$ cat src/sv/ecsm_pkg.sv
`timescale 1ns / 1ps

package ecsm_pkg;

  // field width used for all coordinate arithmetic
  localparam int FB = 64;
  // width of the register and coordinate ports
  localparam int DW = 64;
  // bit counter width inside the arithmetic unit
  localparam int CW = $clog2(FB);

  localparam logic [DW-1:0] PRIME_RESET = 64'd2305843009213693951;
  localparam logic [DW-1:0] CURVE_A_RESET = 64'd0;

  // configuration register indexes
  localparam logic CFG_PRIME = 1'b0;
  localparam logic CFG_CURVE_A = 1'b1;

  typedef enum logic [1:0] {
    ALU_ADD,
    ALU_SUB,
    ALU_MUL,
    ALU_DIV
  } alu_op_t;

  typedef struct packed {
    logic    start;
    alu_op_t op;
  } alu_ctl_t;

  typedef enum logic [4:0] {
    S_IDLE,
    S_INIT_A,
    S_INIT_X,
    S_INIT_Y,
    S_BIT,
    S_DBL_CHK,
    S_NEXT,
    S_PO_D1,
    S_PO_D2,
    S_PO_D3,
    S_PO_D4,
    S_PO_D5,
    S_PO_A1,
    S_PO_A2,
    S_INV_INIT,
    S_INV_TEST,
    S_INV_DIV,
    S_INV_QM,
    S_INV_MUL,
    S_INV_SUB,
    S_INV_END,
    S_INV_M,
    S_T1,
    S_T2,
    S_T3,
    S_T4,
    S_T5,
    S_T6,
    S_WB,
    S_FIN
  } state_t;

  // modular add of two reduced values
  function automatic logic [FB-1:0] madd(input logic [FB-1:0] a, input logic [FB-1:0] b,
                                         input logic [FB-1:0] p);
    logic [FB:0] s;
    logic [FB:0] d;
    s = {1'b0, a} + {1'b0, b};
    d = s - {1'b0, p};
    madd = (s >= {1'b0, p}) ? d[FB-1:0] : s[FB-1:0];
  endfunction

  // modular subtract of two reduced values
  function automatic logic [FB-1:0] msub(input logic [FB-1:0] a, input logic [FB-1:0] b,
                                         input logic [FB-1:0] p);
    msub = (a >= b) ? (a - b) : (a + (p - b));
  endfunction

endpackage

$ cat src/sv/ecsm_alu.sv
`timescale 1ns / 1ps

module ecsm_alu (
  input  logic                        clk,
  input  logic                        rst,
  input  ecsm_pkg::alu_ctl_t          ctl,
  input  logic [ecsm_pkg::FB-1:0]     a,
  input  logic [ecsm_pkg::FB-1:0]     b,
  input  logic [ecsm_pkg::FB-1:0]     p,
  output logic                        done,
  output logic [ecsm_pkg::FB-1:0]     res,
  output logic [ecsm_pkg::FB-1:0]     quo
);

  logic                    busy;
  ecsm_pkg::alu_op_t       op_r;
  logic                    phase;
  logic [ecsm_pkg::CW-1:0] cnt;
  logic [ecsm_pkg::FB-1:0] acc;
  logic [ecsm_pkg::FB-1:0] opa;
  logic [ecsm_pkg::FB-1:0] opb;
  logic [ecsm_pkg::FB-1:0] rem;

  logic [ecsm_pkg::FB-1:0] ma;
  logic [ecsm_pkg::FB-1:0] madd_out;
  logic [ecsm_pkg::FB:0]   remsh;
  logic [ecsm_pkg::FB:0]   diff;
  logic                    ge;
  logic [ecsm_pkg::FB-1:0] rem_next;
  logic [ecsm_pkg::FB-1:0] quo_next;

  // double phase adds acc to itself, add phase adds a when the multiplier bit is set
  assign ma = phase ? (opb[ecsm_pkg::FB-1] ? opa : '0) : acc;
  assign madd_out = ecsm_pkg::madd(acc, ma, p);

  // restoring division step
  assign remsh = {rem, quo[ecsm_pkg::FB-1]};
  assign diff = remsh - {1'b0, opb};
  assign ge = ~diff[ecsm_pkg::FB];
  assign rem_next = ge ? diff[ecsm_pkg::FB-1:0] : remsh[ecsm_pkg::FB-1:0];
  assign quo_next = {quo[ecsm_pkg::FB-2:0], ge};

  always_ff @(posedge clk) begin
    if (rst) begin
      busy <= 1'b0;
      done <= 1'b0;
    end else begin
      done <= 1'b0;
      if (!busy) begin
        if (ctl.start) begin
          op_r <= ctl.op;
          case (ctl.op)
            ecsm_pkg::ALU_ADD: begin
              res <= ecsm_pkg::madd(a, b, p);
              done <= 1'b1;
            end
            ecsm_pkg::ALU_SUB: begin
              res <= ecsm_pkg::msub(a, b, p);
              done <= 1'b1;
            end
            ecsm_pkg::ALU_MUL: begin
              busy <= 1'b1;
              acc <= '0;
              opa <= a;
              opb <= b;
              phase <= 1'b0;
              cnt <= ecsm_pkg::CW'(ecsm_pkg::FB - 1);
            end
            default: begin
              busy <= 1'b1;
              rem <= '0;
              quo <= a;
              opb <= b;
              cnt <= ecsm_pkg::CW'(ecsm_pkg::FB - 1);
            end
          endcase
        end
      end else begin
        case (op_r)
          ecsm_pkg::ALU_MUL: begin
            acc <= madd_out;
            phase <= ~phase;
            if (phase) begin
              opb <= opb << 1;
              if (cnt == '0) begin
                res <= madd_out;
                done <= 1'b1;
                busy <= 1'b0;
              end else begin
                cnt <= cnt - 1'b1;
              end
            end
          end
          default: begin
            rem <= rem_next;
            quo <= quo_next;
            if (cnt == '0) begin
              res <= rem_next;
              done <= 1'b1;
              busy <= 1'b0;
            end else begin
              cnt <= cnt - 1'b1;
            end
          end
        endcase
      end
    end
  end

endmodule

$ cat config.mk
export PLATFORM = sky130hd
export DESIGN_NAME = ecsm_alu
export DESIGN_NICKNAME = d
export VERILOG_FILES = /design/src/sv/ecsm_pkg.sv /design/src/sv/ecsm_alu.sv
export SDC_FILE = /design/constraint.sdc
export NUM_CORES = 2
export LEC_CHECK = 0
export BUFFER_PORTS_ARGS = -buffer_cell sky130_fd_sc_hd__clkbuf_2
export CELL_PAD_IN_SITES_DETAIL_PLACEMENT = 1
export CELL_PAD_IN_SITES_GLOBAL_PLACEMENT = 1
export CORE_ASPECT_RATIO = 1.4
export CORE_MARGIN = 2
export CORE_UTILIZATION = 44
export CTS_BUF_LIST = sky130_fd_sc_hd__clkbuf_4
export CTS_CLUSTER_DIAMETER = 100
export CTS_CLUSTER_SIZE = 12
export DETAILED_ROUTE_END_ITERATION = 16
export PLACE_DENSITY = 0.78
export SETUP_SLACK_MARGIN = 0.5
export SLEW_MARGIN = 20
export SYNTH_ARGS = -nofsm -noshare
export SYNTH_HDL_FRONTEND = slang
export SYNTH_SLANG_ARGS = --single-unit
$ cat constraint.sdc
create_clock -name clk -period 12.2 [get_ports clk]
set_input_delay 0.61 -clock clk [delete_from_list [all_inputs] [get_ports clk]]
set_output_delay 0.61 -clock clk [all_outputs]
set_load 0.02 [all_outputs]
==> run metrics <==
CP dominant cell by count=o21ai_0; initial antenna violation count=14; Critical Path AT=10,500 ps; Multi-input gate area=33,000 um^2; sequential area share after synthesis=0.245; final instance area=slightly above 50,000 um^2; Slowest-stage cell, CP=a311oi_1; Max IR drop VDD=between 60 and 70 uV; pwr/cell area=roughly 120 nW/um^2; Max stage delay on crit path=around 800 ps; post-synth cell types=between 100 and 150; WP data required=~13,000 ps; WL final=about 240 mm; Final TNS setup=0 ps; first-pass detailed-route iteration total=6; mapped cell area=48,300 um^2; reg-to-reg slack, setup=approximately 2400 ps; reg2reg start=phase; NumNets Final=approximately 7,100; commonest non-fill, non-tap cell in the layout=nand2_1; Setup Skew=~100 ps; Core Area=109,000 um^2; R2R Path End=res[44]; Starting Density=0.445; FF-to-FF path depth=25; clk slew on worst S/H paths=about 180 ps; unrepaired setup endpoints after global routing=no; vias in the first global route=between 50,000 and 60,000; total die area=112,000 um^2; largest net degree at the start of global routing=roughly 190; syn_nets=6,899; I/O pin cnt=about 330; hpwl dp=about 200 mm; share of layout cells above drive strength 1=0.0843; Critical Path Sink Type=flop; FMAX=between 100 and 150 MHz; Syn Area/Cell=around 7.8 um^2; Syn. warnings=0; number of synthesized register bits=~400; layout filler cell count=between 10,000 and 15,000; routed via count=between 50,000 and 60,000; hold depth=3; Final Hold Fails=0; Worst-Skew Late Latency=between 1000 and 1500 ps; chip height=396 um; worst hold start=ctl[2]; mux contribution to synthesized area=0.0221; critical path's top delay family=compound AO/OA/AOI/OAI gates; clk sink count=between 300 and 400; critical path fanouts, max=62; number of core rows=between 100 and 150; grt ovf=0; global-route wire length before repair=about 350 mm; Final Max Slew Viols=0; H-tree depth=2; post-CTS sizing=0; Hold Slack=about 44 ps; Synth Area in Simple Gates=0.174; minimum clock period=between 9000 and 10,000 ps; main combinational cell family by area after synthesis=compound AO/OA/AOI/OAI gates; Max transition margin=0.102; vias per cell=between 6 and 7; Post-DP Area=between 50,000 and 60,000 um^2; EDFF count, synth=between 300 and 400; adder-cell area share of the yosys netlist=0.145; Routed Antenna Nets=0; RePlAce Congestion=around 1.1; hold path endpoint=done; Static Leakage=about 22 nW; status=complete, no violations; CTS buffer count=between 40 and 50; worst-margin pin slew=between 1000 and 1500 ps; gr usage total=0.417; DR DRC count=0; Setup Crit Path Kind=flop to flop; clk buf depth=3; initial detailed-routing violation count=around 4,700; DR WL/cell=about 30 um; Root Buffer=clkbuf_4; post-synthesis cell count=6,183; Port Buffers=325; Post-Synth XOR/XNOR Area=0.0752; TritonCTS clock tree=yes; post-synthesis async set-or-reset flop share=0; Setup-failing EPs final=0; Critical Path Start Type=flop; maxcap violations=0; Die W=between 200 and 300 um; complex-gate fraction of the synthesized area=0.264; Buffers & Inverters on Critical Path=2; post-CTS setup buffer count=0; Hold Path Class=primary input to flop; highest-count cells in the layout ignoring fill and taps=635 x nand2_1, 616 x a21oi_1, 595 x inv_1; sequential cell area=between 10,000 and 15,000 um^2; Period Utilization, post-route=0.800; post-cts hold buffer count=around 70; Layout area overhead=7.67%; top_reg_cell synth=edfxtp_1
[cell usage after synthesis (all sizes together), types with 24 or more instances]
cell / count / share of area
nand2: 637 / 0.050
a21oi: 621 / 0.065
inv: 599 / 0.047
o21ai: 581 / 0.061
nor2: 471 / 0.037
ha: 450 / 0.12
edfxtp: 393 / 0.24
xnor2: 272 / 0.049
clkbuf: 213 / 0.017
a21o: 163 / 0.025
xor2: 141 / 0.026
a211oi: 112 / 0.018
nand4: 109 / 0.014
nor3: 109 / 0.011
nand3: 101 / 0.010
buf: 89 / 0.011
o21bai: 87 / 0.014
mux2i: 84 / 0.017
fa: 69 / 0.029
nor2b: 64 / 0.0083
o21a: 62 / 0.0096
and2: 61 / 0.0080
o211ai: 61 / 0.0096
a31oi: 58 / 0.0075
nand2b: 55 / 0.0071
or3: 38 / 0.0049
o31ai: 34 / 0.0053
nor4: 33 / 0.0047
and3: 31 / 0.0040
or2: 24 / 0.0031
[metrics by stage]
step | util | std cells | worst slack, ps | power, mW
floorplan | - | 6183 | 4490 | 3.96
global placement | 0.468 | 7698 | 3030 | 5.05
detailed placement | 0.468 | 7698 | 2930 | 5.11
CTS | 0.479 | 7823 | 2880 | 5.92
global route | 0.479 | 7824 | 2190 | 6.28
finish | 0.479 | 7829 | 2450 | 6.04
[flip-flops by register name, summed over array words and instances (netlist names)]
name	flops
acc	64
busy	1
cnt	6
done	1
op_r	2
opa	64
opb	64
phase	1
quo	64
rem	64
res	64
[worst max path at each step]
| stage | cells past startpoint | endpoint | startpoint |
|---|---|---|---|
| global route | 25 | res[44] | phase |
| finish | 25 | res[44] | phase |
| detailed placement | 25 | res[44] | phase |
| global placement | 25 | res[44] | phase |
| CTS | 25 | res[44] | phase |
| floorplan | 4 | quo[0] | busy |
[layout make-up]
type                       instances  share of cell area
antenna                            6            0.000289
clock inverter                     7            0.000987
inverter                         600              0.0434
tap                             1450              0.0349
multi-input combinational       4886               0.635
clock buffer                      50             0.00722
timing repair buffer             435              0.0507
sequential                       395               0.228
[cell families after synthesis]
logic type,count (synthesis)
mux,104
fa+ha+maj,519
flops,395
simple gates,1802
buf+inv,902
compound gates,2048
xor+xnor,413
[metal layers]
metal  global-route usage  routed length, um  up-vias
met2                0.678             110000     2501
met1                0.457              86100    24961
met5                    0                117        -
met4                0.404              28200       16
met3               0.0733              17900      901
li1                     -                  -    22493
[worst register-to-register path, delay by kind of cell, from the launching register on]
| kind | cells | cell delay (ps) |
|---|---|---|
| flops | 1 | 390 |
| xor+xnor | 1 | 120 |
| compound gates | 10 | 4420 |
| simple gates | 10 | 2650 |
| fa+ha+maj | 2 | 770 |
| buf+inv | 2 | 1170 |
[where the power goes]
group	total [mW]	internal (mW)	switching [mW]	leakage, nW
clock network	0.801	0.194	0.607	0.256
logic	3.59	1.21	2.38	18.3
registers	1.64	1.59	0.0478	3.63
total	6.04	3.00	3.04	22.2
(Power assumes the default switching activity.)
